===== config.mk =====
export PLATFORM = sky130hd
export DESIGN_NAME = audio_peak_level_meter_unit
export DESIGN_NICKNAME = d
export VERILOG_FILES = /design/src/hw/rtl/aplm_pkg.sv /design/src/hw/rtl/aplm_ctrl.sv /design/src/hw/rtl/aplm_datapath.sv /design/src/hw/rtl/audio_peak_level_meter_unit.sv
export SDC_FILE = /design/constraint.sdc
export NUM_CORES = 1
export LEC_CHECK = 0
export BUFFER_PORTS_ARGS = -buffer_cell sky130_fd_sc_hd__clkbuf_2
export CORE_MARGIN = 1
export CORE_UTILIZATION = 45
export DETAILED_ROUTE_END_ITERATION = 16
export SLEW_MARGIN = 20
export SYNTH_ARGS = -nofsm -noshare
export SYNTH_HDL_FRONTEND = slang
export SYNTH_SLANG_ARGS = --single-unit

===== constraint.sdc =====
create_clock -name aclk -period 13 [get_ports aclk]
set_clock_uncertainty 0.1 [all_clocks]
set_input_delay 0.65 -clock aclk [delete_from_list [all_inputs] [get_ports aclk]]
set_output_delay 0.65 -clock aclk [all_outputs]
set_load 0.01 [all_outputs]

===== src/hw/rtl/aplm_pkg.sv =====
// Package for the audio peak level meter: format codes, register indexes,
// controller states and the command and status structs.
// Depends on nothing; every other file of the block uses it.
package aplm_pkg;

    // Fraction bits of the level output; the level holds one more bit for 1.0.
    localparam int LEVEL_FRACTION_BITS = 16;
    localparam int LEVEL_W             = LEVEL_FRACTION_BITS + 1;

    // The divider produces one quotient bit per step.
    localparam int DIV_STEPS = LEVEL_FRACTION_BITS + 1;
    localparam int DIV_CNT_W = $clog2(DIV_STEPS);

    // Sample width codes.
    localparam logic [1:0] BITS_8  = 2'd0;
    localparam logic [1:0] BITS_16 = 2'd1;
    localparam logic [1:0] BITS_32 = 2'd2;

    // Sample kind codes.
    localparam logic [1:0] KIND_UNSIGNED = 2'd0;
    localparam logic [1:0] KIND_SIGNED   = 2'd1;
    localparam logic [1:0] KIND_FLOAT    = 2'd2;

    // Configuration register indexes.
    localparam logic [1:0] CFG_SAMPLE_BITS = 2'd0;
    localparam logic [1:0] CFG_SAMPLE_KIND = 2'd1;
    localparam logic [1:0] CFG_BIG_ENDIAN  = 2'd2;

    // Controller states.
    typedef enum logic [2:0] {
        ST_IDLE,
        ST_DRAIN0,
        ST_DRAIN1,
        ST_CLAMP,
        ST_DIV,
        ST_EMIT
    } state_t;

    // Commands from the controller to the datapath.
    typedef struct packed {
        logic accept;
        logic clamp;
        logic div_step;
        logic div_first;
        logic emit;
    } cmd_t;

    // Status from the datapath to the controller.
    typedef struct packed {
        logic fmt_ok;
        logic out_free;
    } status_t;

    // Full scale of a format, zero when the format is not supported.
    function automatic logic [31:0] full_scale(input logic [1:0] bits, input logic [1:0] kind);
        logic [31:0] fs;
        fs = 32'd0;
        unique case (bits)
            BITS_8: begin
                if (kind == KIND_UNSIGNED) fs = 32'd255;
                else if (kind == KIND_SIGNED) fs = 32'd127;
            end
            BITS_16: begin
                if (kind == KIND_UNSIGNED) fs = 32'd65535;
                else if (kind == KIND_SIGNED) fs = 32'd32767;
            end
            BITS_32: begin
                if (kind == KIND_UNSIGNED) fs = 32'hffff_ffff;
                else if (kind == KIND_SIGNED || kind == KIND_FLOAT) fs = 32'h7fff_ffff;
            end
            default: fs = 32'd0;
        endcase
        return fs;
    endfunction

endpackage


===== src/hw/rtl/aplm_ctrl.sv =====
// Controller of the audio peak level meter: sequences byte intake, pipeline
// drain, peak clamping, the bit-serial division and the result hand-off.
// Depends on aplm_pkg.
module aplm_ctrl (
    input  logic             aclk,
    input  logic             aresetn,
    input  logic             s_valid,
    input  logic             s_last_byte,
    output logic             s_ready,
    input  aplm_pkg::status_t status,
    output aplm_pkg::cmd_t    cmd
);

    localparam logic [aplm_pkg::DIV_CNT_W-1:0] CNT_LAST =
        aplm_pkg::DIV_CNT_W'(aplm_pkg::DIV_STEPS - 1);

    aplm_pkg::state_t state_reg, state_next;
    logic [aplm_pkg::DIV_CNT_W-1:0] cnt_reg, cnt_next;

    // State and step counter registers.
    always_ff @(posedge aclk) begin
        if (!aresetn) begin
            state_reg <= aplm_pkg::ST_IDLE;
            cnt_reg   <= '0;
        end else begin
            state_reg <= state_next;
            cnt_reg   <= cnt_next;
        end
    end

    // Next state and commands.
    always_comb begin
        state_next = state_reg;
        cnt_next   = cnt_reg;
        s_ready    = 1'b0;
        cmd        = '0;
        unique case (state_reg)
            aplm_pkg::ST_IDLE: begin
                s_ready    = 1'b1;
                cmd.accept = s_valid;
                if (s_valid && s_last_byte) begin
                    // An unsupported format skips straight to the result.
                    state_next = status.fmt_ok ? aplm_pkg::ST_DRAIN0 : aplm_pkg::ST_EMIT;
                end
            end
            aplm_pkg::ST_DRAIN0: state_next = aplm_pkg::ST_DRAIN1;
            aplm_pkg::ST_DRAIN1: state_next = aplm_pkg::ST_CLAMP;
            aplm_pkg::ST_CLAMP: begin
                cmd.clamp  = 1'b1;
                cnt_next   = '0;
                state_next = aplm_pkg::ST_DIV;
            end
            aplm_pkg::ST_DIV: begin
                cmd.div_step  = 1'b1;
                cmd.div_first = (cnt_reg == '0);
                cnt_next      = cnt_reg + 1'b1;
                if (cnt_reg == CNT_LAST) begin
                    state_next = aplm_pkg::ST_EMIT;
                end
            end
            aplm_pkg::ST_EMIT: begin
                if (status.out_free) begin
                    cmd.emit   = 1'b1;
                    state_next = aplm_pkg::ST_IDLE;
                end
            end
            default: state_next = aplm_pkg::ST_IDLE;
        endcase
    end

endmodule


===== src/hw/rtl/aplm_datapath.sv =====
// Datapath of the audio peak level meter: configuration registers, sample
// assembly, magnitude pipeline, running peak, divider and output register.
// Depends on aplm_pkg.
module aplm_datapath (
    input  logic                          aclk,
    input  logic                          aresetn,
    input  logic                          cfg_valid,
    input  logic [1:0]                    cfg_index,
    input  logic [1:0]                    cfg_data,
    input  logic [7:0]                    s_data_byte,
    input  logic                          s_last_byte,
    input  aplm_pkg::cmd_t                cmd,
    output aplm_pkg::status_t             status,
    output logic                          m_valid,
    input  logic                          m_ready,
    output logic [aplm_pkg::LEVEL_W-1:0]  m_level_q16,
    output logic [31:0]                   m_peak_value
);

    localparam int LW = aplm_pkg::LEVEL_W;

    // Float sample to floor(|f| * 2^31), saturating.
    function automatic logic [31:0] float_mag(input logic [31:0] bits);
        logic [7:0]  ex;
        logic [23:0] man;
        logic [7:0]  lsh;
        logic [7:0]  rsh;
        logic [31:0] res;
        ex  = bits[30:23];
        man = {1'b1, bits[22:0]};
        lsh = ex - 8'd119;
        rsh = 8'd119 - ex;
        if (ex == 8'd0) res = 32'd0;
        else if (ex >= 8'd128) res = 32'hffff_ffff;
        else if (ex >= 8'd119) res = {8'd0, man} << lsh[3:0];
        else if (rsh >= 8'd24) res = 32'd0;
        else res = {8'd0, man} >> rsh[4:0];
        return res;
    endfunction

    logic [1:0]    cfg_bits_reg, cfg_kind_reg;
    logic          cfg_be_reg;
    logic [1:0]    pos_reg;
    logic [31:0]   asm_reg;
    logic [31:0]   smp_reg;
    logic [1:0]    smp_bits_reg, smp_kind_reg;
    logic          smp_vld_reg;
    logic [31:0]   mag_reg, mag_next;
    logic          mag_vld_reg;
    logic [31:0]   peak_reg;
    logic [31:0]   hold_reg;
    logic [31:0]   rem_reg;
    logic [LW-1:0] quo_reg;
    logic [LW-1:0] level_reg;
    logic [LW-1:0] out_level_reg;
    logic [31:0]   out_peak_reg;
    logic          out_vld_reg;

    logic [31:0] fs;
    logic        fmt_ok;
    logic [1:0]  last_pos;
    logic [31:0] asm_new;
    logic [31:0] swapped;
    logic        complete;
    logic [32:0] rem_in;
    logic [32:0] rem_diff;
    logic        ge;
    logic [LW-1:0] emit_level;

    assign fs     = aplm_pkg::full_scale(cfg_bits_reg, cfg_kind_reg);
    assign fmt_ok = (fs != 32'd0);

    assign status.fmt_ok   = fmt_ok;
    assign status.out_free = !out_vld_reg || m_ready;

    // Configuration registers; a write beyond the list is dropped.
    always_ff @(posedge aclk) begin
        if (!aresetn) begin
            cfg_bits_reg <= aplm_pkg::BITS_16;
            cfg_kind_reg <= aplm_pkg::KIND_SIGNED;
            cfg_be_reg   <= 1'b0;
        end else if (cfg_valid) begin
            case (cfg_index)
                aplm_pkg::CFG_SAMPLE_BITS: cfg_bits_reg <= cfg_data;
                aplm_pkg::CFG_SAMPLE_KIND: cfg_kind_reg <= cfg_data;
                aplm_pkg::CFG_BIG_ENDIAN:  cfg_be_reg   <= cfg_data[0];
                default: ;
            endcase
        end
    end

    // Byte assembly: bytes are placed in arrival order, first byte lowest.
    always_comb begin
        case (cfg_bits_reg)
            aplm_pkg::BITS_8:  last_pos = 2'd0;
            aplm_pkg::BITS_16: last_pos = 2'd1;
            default:           last_pos = 2'd3;
        endcase
        asm_new  = ((pos_reg == 2'd0) ? 32'd0 : asm_reg) |
                   ({24'd0, s_data_byte} << {pos_reg, 3'b000});
        complete = (pos_reg >= last_pos);
        swapped  = asm_new;
        if (cfg_be_reg) begin
            case (cfg_bits_reg)
                aplm_pkg::BITS_16: swapped = {16'd0, asm_new[7:0], asm_new[15:8]};
                aplm_pkg::BITS_32: swapped = {asm_new[7:0], asm_new[15:8],
                                              asm_new[23:16], asm_new[31:24]};
                default:           swapped = asm_new;
            endcase
        end
    end

    always_ff @(posedge aclk) begin
        if (!aresetn) begin
            pos_reg     <= 2'd0;
            asm_reg     <= 32'd0;
            smp_vld_reg <= 1'b0;
        end else begin
            smp_vld_reg <= cmd.accept && fmt_ok && complete;
            if (cmd.accept) begin
                if (!fmt_ok || s_last_byte || complete) begin
                    pos_reg <= 2'd0;
                    asm_reg <= 32'd0;
                end else begin
                    pos_reg <= pos_reg + 2'd1;
                    asm_reg <= asm_new;
                end
            end
        end
    end

    // The completed sample is held with the format it was taken in.
    always_ff @(posedge aclk) begin
        if (cmd.accept && fmt_ok && complete) begin
            smp_reg      <= swapped;
            smp_bits_reg <= cfg_bits_reg;
            smp_kind_reg <= cfg_kind_reg;
        end
    end

    // Magnitude of the held sample.
    always_comb begin
        logic        sign;
        logic [31:0] base;
        logic [31:0] mask;
        logic [31:0] diff;
        case (smp_bits_reg)
            aplm_pkg::BITS_8: begin
                sign = smp_reg[7];
                base = 32'h0000_0100;
                mask = 32'h0000_01ff;
            end
            aplm_pkg::BITS_16: begin
                sign = smp_reg[15];
                base = 32'h0001_0000;
                mask = 32'h0001_ffff;
            end
            default: begin
                sign = smp_reg[31];
                base = 32'd0;
                mask = 32'hffff_ffff;
            end
        endcase
        diff = base - smp_reg;
        case (smp_kind_reg)
            aplm_pkg::KIND_UNSIGNED: mag_next = smp_reg;
            aplm_pkg::KIND_FLOAT:    mag_next = float_mag(smp_reg);
            default:                 mag_next = sign ? (diff & mask) : smp_reg;
        endcase
    end

    always_ff @(posedge aclk) begin
        if (!aresetn) begin
            mag_vld_reg <= 1'b0;
        end else begin
            mag_vld_reg <= smp_vld_reg;
        end
    end

    always_ff @(posedge aclk) begin
        if (smp_vld_reg) begin
            mag_reg <= mag_next;
        end
    end

    // Running peak, restarted when a result is handed over.
    always_ff @(posedge aclk) begin
        if (!aresetn) begin
            peak_reg <= 32'd0;
        end else if (cmd.emit) begin
            peak_reg <= 32'd0;
        end else if (mag_vld_reg && (mag_reg > peak_reg)) begin
            peak_reg <= mag_reg;
        end
    end

    // Restoring division, one quotient bit per step; the remainder stays below fs.
    assign rem_in   = cmd.div_first ? {1'b0, hold_reg} : {rem_reg, 1'b0};
    assign rem_diff = rem_in - {1'b0, fs};
    assign ge       = (rem_in >= {1'b0, fs});

    always_ff @(posedge aclk) begin
        if (cmd.clamp) begin
            hold_reg <= (peak_reg < fs) ? peak_reg : fs;
        end
        if (cmd.div_step) begin
            rem_reg <= ge ? rem_diff[31:0] : rem_in[31:0];
            quo_reg <= {quo_reg[LW-2:0], ge};
        end
    end

    // An unsupported format repeats the previous level.
    assign emit_level = fmt_ok ? quo_reg : level_reg;

    always_ff @(posedge aclk) begin
        if (!aresetn) begin
            level_reg   <= '0;
            out_vld_reg <= 1'b0;
        end else if (cmd.emit) begin
            level_reg   <= emit_level;
            out_vld_reg <= 1'b1;
        end else if (m_ready) begin
            out_vld_reg <= 1'b0;
        end
    end

    always_ff @(posedge aclk) begin
        if (cmd.emit) begin
            out_level_reg <= emit_level;
            out_peak_reg  <= fmt_ok ? hold_reg : 32'd0;
        end
    end

    assign m_valid      = out_vld_reg;
    assign m_level_q16  = out_level_reg;
    assign m_peak_value = out_peak_reg;

endmodule


===== src/hw/rtl/audio_peak_level_meter_unit.sv =====
// Audio peak level meter, top level: joins the controller and the datapath.
// Ordinary bytes are taken one per cycle; a last byte holds the input through the
// magnitude pipeline drain (ST_DRAIN0, ST_DRAIN1), the clamp, 17 divider steps and the
// hand-off, or through the hand-off alone when the format is unsupported.
// The hand-off waits until the output is free. Synchronous active-low reset sets width
// 16 bits, signed, little endian, and clears the controller, byte assembly, peak, held
// level and valid flags. Depends on aplm_pkg, aplm_ctrl, aplm_datapath.
module audio_peak_level_meter_unit (
    input  logic                          aclk,
    input  logic                          aresetn,
    input  logic                          cfg_valid,
    output logic                          cfg_ready,
    input  logic [1:0]                    cfg_index,
    input  logic [1:0]                    cfg_data,
    input  logic                          s_valid,
    output logic                          s_ready,
    input  logic [7:0]                    s_data_byte,
    input  logic                          s_last_byte,
    output logic                          m_valid,
    input  logic                          m_ready,
    output logic [aplm_pkg::LEVEL_W-1:0]  m_level_q16,
    output logic [31:0]                   m_peak_value
);

    aplm_pkg::cmd_t    cmd;
    aplm_pkg::status_t status;

    // Configuration writes are always taken.
    assign cfg_ready = 1'b1;

    aplm_ctrl u_ctrl (
        .aclk        (aclk),
        .aresetn     (aresetn),
        .s_valid     (s_valid),
        .s_last_byte (s_last_byte),
        .s_ready     (s_ready),
        .status      (status),
        .cmd         (cmd)
    );

    aplm_datapath u_datapath (
        .aclk         (aclk),
        .aresetn      (aresetn),
        .cfg_valid    (cfg_valid),
        .cfg_index    (cfg_index),
        .cfg_data     (cfg_data),
        .s_data_byte  (s_data_byte),
        .s_last_byte  (s_last_byte),
        .cmd          (cmd),
        .status       (status),
        .m_valid      (m_valid),
        .m_ready      (m_ready),
        .m_level_q16  (m_level_q16),
        .m_peak_value (m_peak_value)
    );

endmodule


Yosys cells after proc, flatten, opt, wreduce, memory -nomap -nowiden
Index checks and enable logic that the tools add are counted.
- flip-flop bits (word level): 297
- bits in read-only memories: 0
- word-level logic and storage cells: 124
- bits in writable memories: 0
- bits in latches: 0
- memories: 0
- div/mod/pow operators: 0
- bitwise gates (word level): 3
- shift-type cells: 3
- multiplexer cells: 40
- reductions and logical operators: 27
- multipliers: 0
- order comparisons: 7
- equality and inequality tests: 17
- add/subtract/negate cells: 6
- operator list (operator ; count):
    32-bit 2-to-1 mux ; 13
    32-bit one-hot mux with 2 select lines ; 3
    32-bit one-hot mux with 3 select lines ; 1
    17-bit one-hot mux with 2 select lines ; 1
    33-bit by 32-bit greater-or-equal comparator with 1-bit output ; 1
    33-bit 2-to-1 mux ; 1
    32-bit AND ; 1
    32-bit greater-than comparator ; 1
    32-bit less-than comparator ; 1
    32-bit OR ; 1
    32-bit nonzero test ; 1
    24-bit by 4-bit << shifter with 32-bit output ; 1
    8-bit by 5-bit << shifter with 32-bit output ; 1
    24-bit by 5-bit >> shifter with 32-bit output ; 1
    17-bit by 32-bit subtractor with 32-bit output ; 1
    32-bit subtractor ; 1
    31-bit 2-to-1 mux ; 1
    3-bit one-hot mux with 6 select lines ; 1
    17-bit 2-to-1 mux ; 1
    15-bit 2-to-1 mux ; 1
    2-bit logical NOT ; 6
    3-bit 2-to-1 mux ; 4
    5-bit one-hot mux with 2 select lines ; 1
    2-bit by 1-bit == test with 1-bit output (second input constant) ; 4
    31 further kinds ; 54

Logic depth before layout (Yosys ltp)
- depth after elaboration: 10
- gate-level depth with buffers: 21

Hierarchy
A second synthesis with hierarchy kept.
- cells, all modules: 1966
- area, all modules: 19573.8 sq um
- by module, submodules not included (module ; area each (sq um) ; times used ; cells an instance):
    aplm_datapath ; 19069.5 ; 1 ; 1909
    aplm_ctrl ; 493.0 ; 1 ; 55
    audio_peak_level_meter_unit ; 11.3 ; 1 ; 2

Least setup slack after synthesis
Ideal clock, no wire load.
- path kind: register to register
- start: reg u_datapath.cfg_bits_reg[1]
- end: reg u_datapath.smp_bits_reg[0], enable pin
- setup slack: 8256 ps
- arrival time: 4168 ps
- clock period less this slack: 4744 ps
- cell stages (with the launch flop): 9
- path through: dfxtp_1 -> inv_1 -> ha_1 -> clkbuf_1 -> clkbuf_1 -> or2_2 -> ha_1 -> a21oi_1 -> nor3_1
- word-level cells in the longest chain between the ends: 5
- elaborated cells between the ends (all ways): 9
- those cells by class: 1 x order compare; 2 x eq/ne; 2 x mux; 4 x reduce/logical
- RTL lines (what ; RTL line ; source):
    start: declaration ; aplm_datapath.sv:41 ; logic [1:0] cfg_bits_reg, cfg_kind_reg;
    start signal: assignment ; aplm_datapath.sv:79 ; cfg_bits_reg <= aplm_pkg::BITS_16;
    start signal: assignment ; aplm_datapath.sv:84 ; aplm_pkg::CFG_SAMPLE_BITS: cfg_bits_reg <= cfg_data;
    2-bit == test (tied with other cells) ; aplm_pkg.sv:58 ; unique case (bits)
    32-bit one-hot mux with 3 select lines ; aplm_pkg.sv:58 ;
    32-bit nonzero test ; aplm_datapath.sv:71 ; assign fmt_ok = (fs != 32'd0);
    1-bit logical AND ; aplm_datapath.sv:134 ; if (cmd.accept && fmt_ok && complete) begin
    1-bit logical AND * ; aplm_datapath.sv:134 ;
    end signal: assignment ; aplm_datapath.sv:136 ; smp_bits_reg <= cfg_bits_reg;
    end: declaration ; aplm_datapath.sv:46 ; logic [1:0] smp_bits_reg, smp_kind_reg;
Mark *: on every way between the ends. The rest lies on a longest branch, timed or not.
A chain may end at the register's enable or synchronous reset.

Worst setup path after layout
- start: reg u_datapath.cfg_bits_reg[0]
- end: reg u_datapath.rem_reg[20], data pin
- word-level cells in the longest chain between the ends: 4
- elaborated cells between the ends (all ways): 7
- those cells by class: 1 x add/sub; 1 x order compare; 2 x eq/ne; 2 x mux; 1 x reduce/logical
- RTL lines (what ; RTL line ; source):
    2-bit == test (tied with other cells) ; aplm_pkg.sv:58 ;
    32-bit one-hot mux with 3 select lines * ; aplm_pkg.sv:58 ;
    32-bit subtractor / 33-bit by 32-bit greater-or-equal comparator with 1-bit output (equally long branches) ; aplm_datapath.sv:199, aplm_datapath.sv:200 ;
    32-bit 2-to-1 mux * ; aplm_datapath.sv:207 ; rem_reg <= ge ? rem_diff[31:0] : rem_in[31:0];
    end signal: assignment ; aplm_datapath.sv:207 ;
    end: declaration ; aplm_datapath.sv:52 ; logic [31:0] rem_reg;
Marked as above.

==> summary.log <==
INFO  outcome        status=finished, final reports clean
INFO  clocking       cts_resized=0
INFO  critical_path  timing.critical_path.to=u_datapath.rem_reg[20]$_DFFE_PP_
INFO  sta            report.final.slew_viol_count=0
INFO  clocking       tritoncts.num_buffers=35
INFO  yosys          synth_area_leaders=edfxtp_1, dfxtp_1, ha_1
INFO  yosys          synth-seq-area-share=40.4%
INFO  yosys          synth.ff_latch_count=297
INFO  flow_run       max-cap-violations=0
INFO  yosys          postSynthNetCount=2222
INFO  yosys          synth.largest_area_cell=edfxtp_1
INFO  placed_design  placed_cells_incl_taps=2626
INFO  sta            setup-tns-final=0ns
INFO  hold_path      hold_path.class=in2reg
INFO  sta            fin_crit_sh=39.7%
INFO  layout         post_route_cells_drive_above_1_share=12.4%
INFO  critical_path  cpPeakStageDelay=0.76ns
INFO  placed_design  globalplace.congestion=0.945
INFO  global_route   globalRouteTotalUtil=23.3%
INFO  layout         layout-area-overhead-vs-synth=9.62%
INFO  yosys          yosys_most_used_dff=edfxtp_1
INFO  hold_path      hold_depth=3
INFO  routing        drc_errors=0
INFO  global_route   grt_antenna_before_repair=0
INFO  yosys          yosysMostFrequentCell=nand2_1
INFO  critical_path  critical_path.slowest_cell=ha_1
INFO  critical_path  regToRegStartpoint=u_datapath.cfg_bits_reg[0]$_SDFFE_PN1P_
INFO  critical_path  reg2reg_depth=14
INFO  yosys          synth.lib_cells_used.distinct=83
INFO  floorplanning  die_width=211um
INFO  floorplanning  die_h=211um
INFO  floorplanning  core_area=0.0430mm2
INFO  critical_path  critPathRequiredTime=13.18ns
INFO  routing        first_pass_iters=5
INFO  critical_path  crit_chain=inv_1, ha_1, nand2b_1, a21oi_1, inv_1, ha_1, a21o_1, o21bai_1, a211oi_1, o21ai_0, a211oi_2, o31a_4, inv_4, mux2_2
INFO  sta            tightest_slew=1.03ns
INFO  clocking       cts_root_buffer=clkbuf_16
INFO  placed_design  port_buffers=68
INFO  critical_path  worst-endpoint-arrival=5.34ns
INFO  floorplanning  io_pins=70
INFO  clocking       post_cts_buffers=0
INFO  sta            hold_viol_final=0
INFO  yosys          post_synthesis_cell_area=0.0196mm2
INFO  routing        via_count=15700
INFO  routing        wirelength=51800um
INFO  critical_path  reg2reg_to=u_datapath.rem_reg[20]$_DFFE_PP_
INFO  critical_path  critPathKind=reg2reg
INFO  routing        via_to_cell_ratio=5.84
INFO  yosys          ys_top_cells_by_count=nand2_1, edfxtp_1, o21ai_0, a21oi_1, clkbuf_1
INFO  yosys          synth_async_sr_flop_share=0%
INFO  clocking       tritoncts_num_sinks=297
INFO  clocking       cts_buffer_depth=3
INFO  power_and_ir_drop p_leak=8.03nW
INFO  sta            post-route-min-period=5.16ns
INFO  routing        drt.antenna.violating_nets=0
INFO  sta            max-slew-margin-rel=31.0%
INFO  critical_path  timing.critical_path.from=u_datapath.cfg_bits_reg[0]$_SDFFE_PN1P_
INFO  power_and_ir_drop totalPowerFinal=0.00394W
INFO  yosys          syn_avg_cell_area=9.37um2
INFO  clocking       cts.htree.levels=2
INFO  floorplanning  initial_core_utilization=45.6%
INFO  global_route   first_global_vias=15200
INFO  yosys          yosys.area.top_type_share=30.3%
INFO  clocking       worstSkewPairLatency=0.53ns
INFO  global_route   grt_pass1_wl=82300um
INFO  critical_path  highest_net_fanout_along_the_worst_path=45
INFO  routing        avgRoutedWirePerCell=19.2um
INFO  global_route   grt_start_max_net_pins=68
INFO  layout         num-nets-final=2208
INFO  critical_path  worst_setup_path_start_kind=flip-flop
INFO  yosys          synth_enable_flop_cells=198
INFO  clocking       tritoncts=built
INFO  sta            fmax=194MHz
INFO  clocking       worst_setup_hold_path_clk_slew=0.06ns
INFO  floorplanning  std_cell_rows=76
INFO  clocking       cts_hold_buf=0
INFO  power_and_ir_drop irDropWorstVdd=110uV
INFO  placed_design  place.detailed.hpwl=36600um
INFO  power_and_ir_drop power_per_cell_area=183mW/mm2
INFO  sta            rsz0062_at_grt=no
INFO  routing        initialDrtViolationCount=1113
INFO  layout         post_layout_nonfiller_instances=2690
INFO  floorplanning  floorplan_die_area=0.0444mm2
INFO  global_route   grt_overflow_total=0
INFO  critical_path  critical_path.endpoint_type=flip-flop
INFO  yosys          netlist_instances=2092
INFO  sta            report.final.setup_viol=0
INFO  layout         antenna_cells=0
INFO  yosys          synth.yosys.warnings=0
INFO  critical_path  timing.reg2reg.setup_slack=7.84ns
cells in the final DEF, fill, tap and decap left out, types with 5 or more instances in the layout:
| cell type | count |
|---|---|
| nand2_1 | 234 |
| edfxtp_1 | 198 |
| o21ai_0 | 181 |
| a21oi_1 | 125 |
| ha_1 | 111 |
| nor2_1 | 104 |
| dfxtp_1 | 99 |
| inv_1 | 98 |
| nor2b_1 | 73 |
| mux2i_1 | 72 |
| clkbuf_2 | 69 |
| a21o_1 | 61 |
| nand3_1 | 53 |
| and2_1 | 50 |
| a22oi_1 | 44 |
| mux2_2 | 43 |
| clkbuf_16 | 37 |
| a221oi_1 | 33 |
| mux4_2 | 27 |
| buf_4 | 27 |
| nand4_1 | 26 |
| a21boi_0 | 26 |
| xnor2_1 | 24 |
| o21a_1 | 24 |
| a31oi_1 | 20 |
| nor3_1 | 18 |
| a211oi_1 | 16 |
| xor2_1 | 14 |
| nand2b_1 | 12 |
| o22ai_1 | 12 |
| o31ai_1 | 11 |
| o21ai_1 | 10 |
| o211ai_1 | 10 |
| a21boi_1 | 9 |
| clkinv_2 | 9 |
| nor3b_1 | 8 |
| o21bai_1 | 7 |
| and3_1 | 6 |
| nor4_1 | 5 |
worst min path at each step:
stage                                          from                                 endpoint  slack [ns]
floorplan           u_datapath.quo_reg[9]$_DFFE_PP_         u_datapath.quo_reg[10]$_DFFE_PP_        0.33
global placement    u_datapath.quo_reg[5]$_DFFE_PP_          u_datapath.quo_reg[6]$_DFFE_PP_        0.33
detailed placement  u_datapath.quo_reg[7]$_DFFE_PP_          u_datapath.quo_reg[8]$_DFFE_PP_        0.33
CTS                                     cfg_data[0]  u_datapath.cfg_kind_reg[0]$_SDFFE_PN1P_        0.27
global route                            cfg_data[0]  u_datapath.cfg_kind_reg[0]$_SDFFE_PN1P_        0.30
finish                                  cfg_data[0]  u_datapath.cfg_kind_reg[0]$_SDFFE_PN1P_        0.29
critical path: cells and delay by family (launching register included):
kind | cells | cell delay (ns)
compound gates | 7 | 1.62
fa+ha+maj | 2 | 1.33
mux | 1 | 0.40
simple gates | 1 | 0.19
buf+inv | 3 | 0.87
flops | 1 | 0.34
cells by family (layout without fill, tap and decap cells):
logic type | Yosys count | after routing | share of synthesized area [%]
buffers and inverters | 249 | 262 | 5.04
other | 1 | 1 | 0.0191
flip-flops | 297 | 297 | 40.4
AND/OR/NAND/NOR | 613 | 613 | 15.3
AO/OA/AOI/OAI | 637 | 637 | 20.9
XOR/XNOR | 38 | 38 | 1.70
adder cells (fa/ha/maj) | 112 | 112 | 7.19
multiplexers | 145 | 145 | 9.42
cell type report:
cell class / count / area [um2]
Tap cell: 585 / 732
Timing Repair Buffer: 95 / 543
Clock buffer: 44 / 983
Sequential cell: 297 / 7930
Fill cell: 4044 / 21500
Inverter: 103 / 389
Clock inverter: 20 / 166
Multi-Input combinational cell: 1546 / 10800
metrics by stage:
step / hold slack, ns / utilization (%) / setup slack [ns] / instance area (um2)
after floorplan: 0.326 / - / 8.26 / 19600
after global placement: 0.331 / 47.3 / 8.06 / 20300
after detailed placement: 0.333 / 47.3 / 7.95 / 20300
after CTS: 0.272 / 50.0 / 7.90 / 21500
after global routing: 0.296 / 50.0 / 7.34 / 21500
final: 0.291 / 50.0 / 7.84 / 21500
power by group:
group	leakage (nW)	total, W	switching, W	internal, W
Combinational	4.85	0.00165	0.000999	0.000653
Clock	0.571	0.000970	0.000391	0.000579
Sequential	2.61	0.00132	0.0000880	0.00123
metal layers:
metal / up-vias / global-route usage (%) / wire length, um
met5: - / 0 / 0
met4: 0 / 7.92 / 1540
li1: 7654 / - / -
met2: 438 / 40.4 / 25400
met1: 7529 / 30.2 / 22500
met3: 96 / 2.81 / 2320
Note: power is estimated with default switching activity, not from simulation.
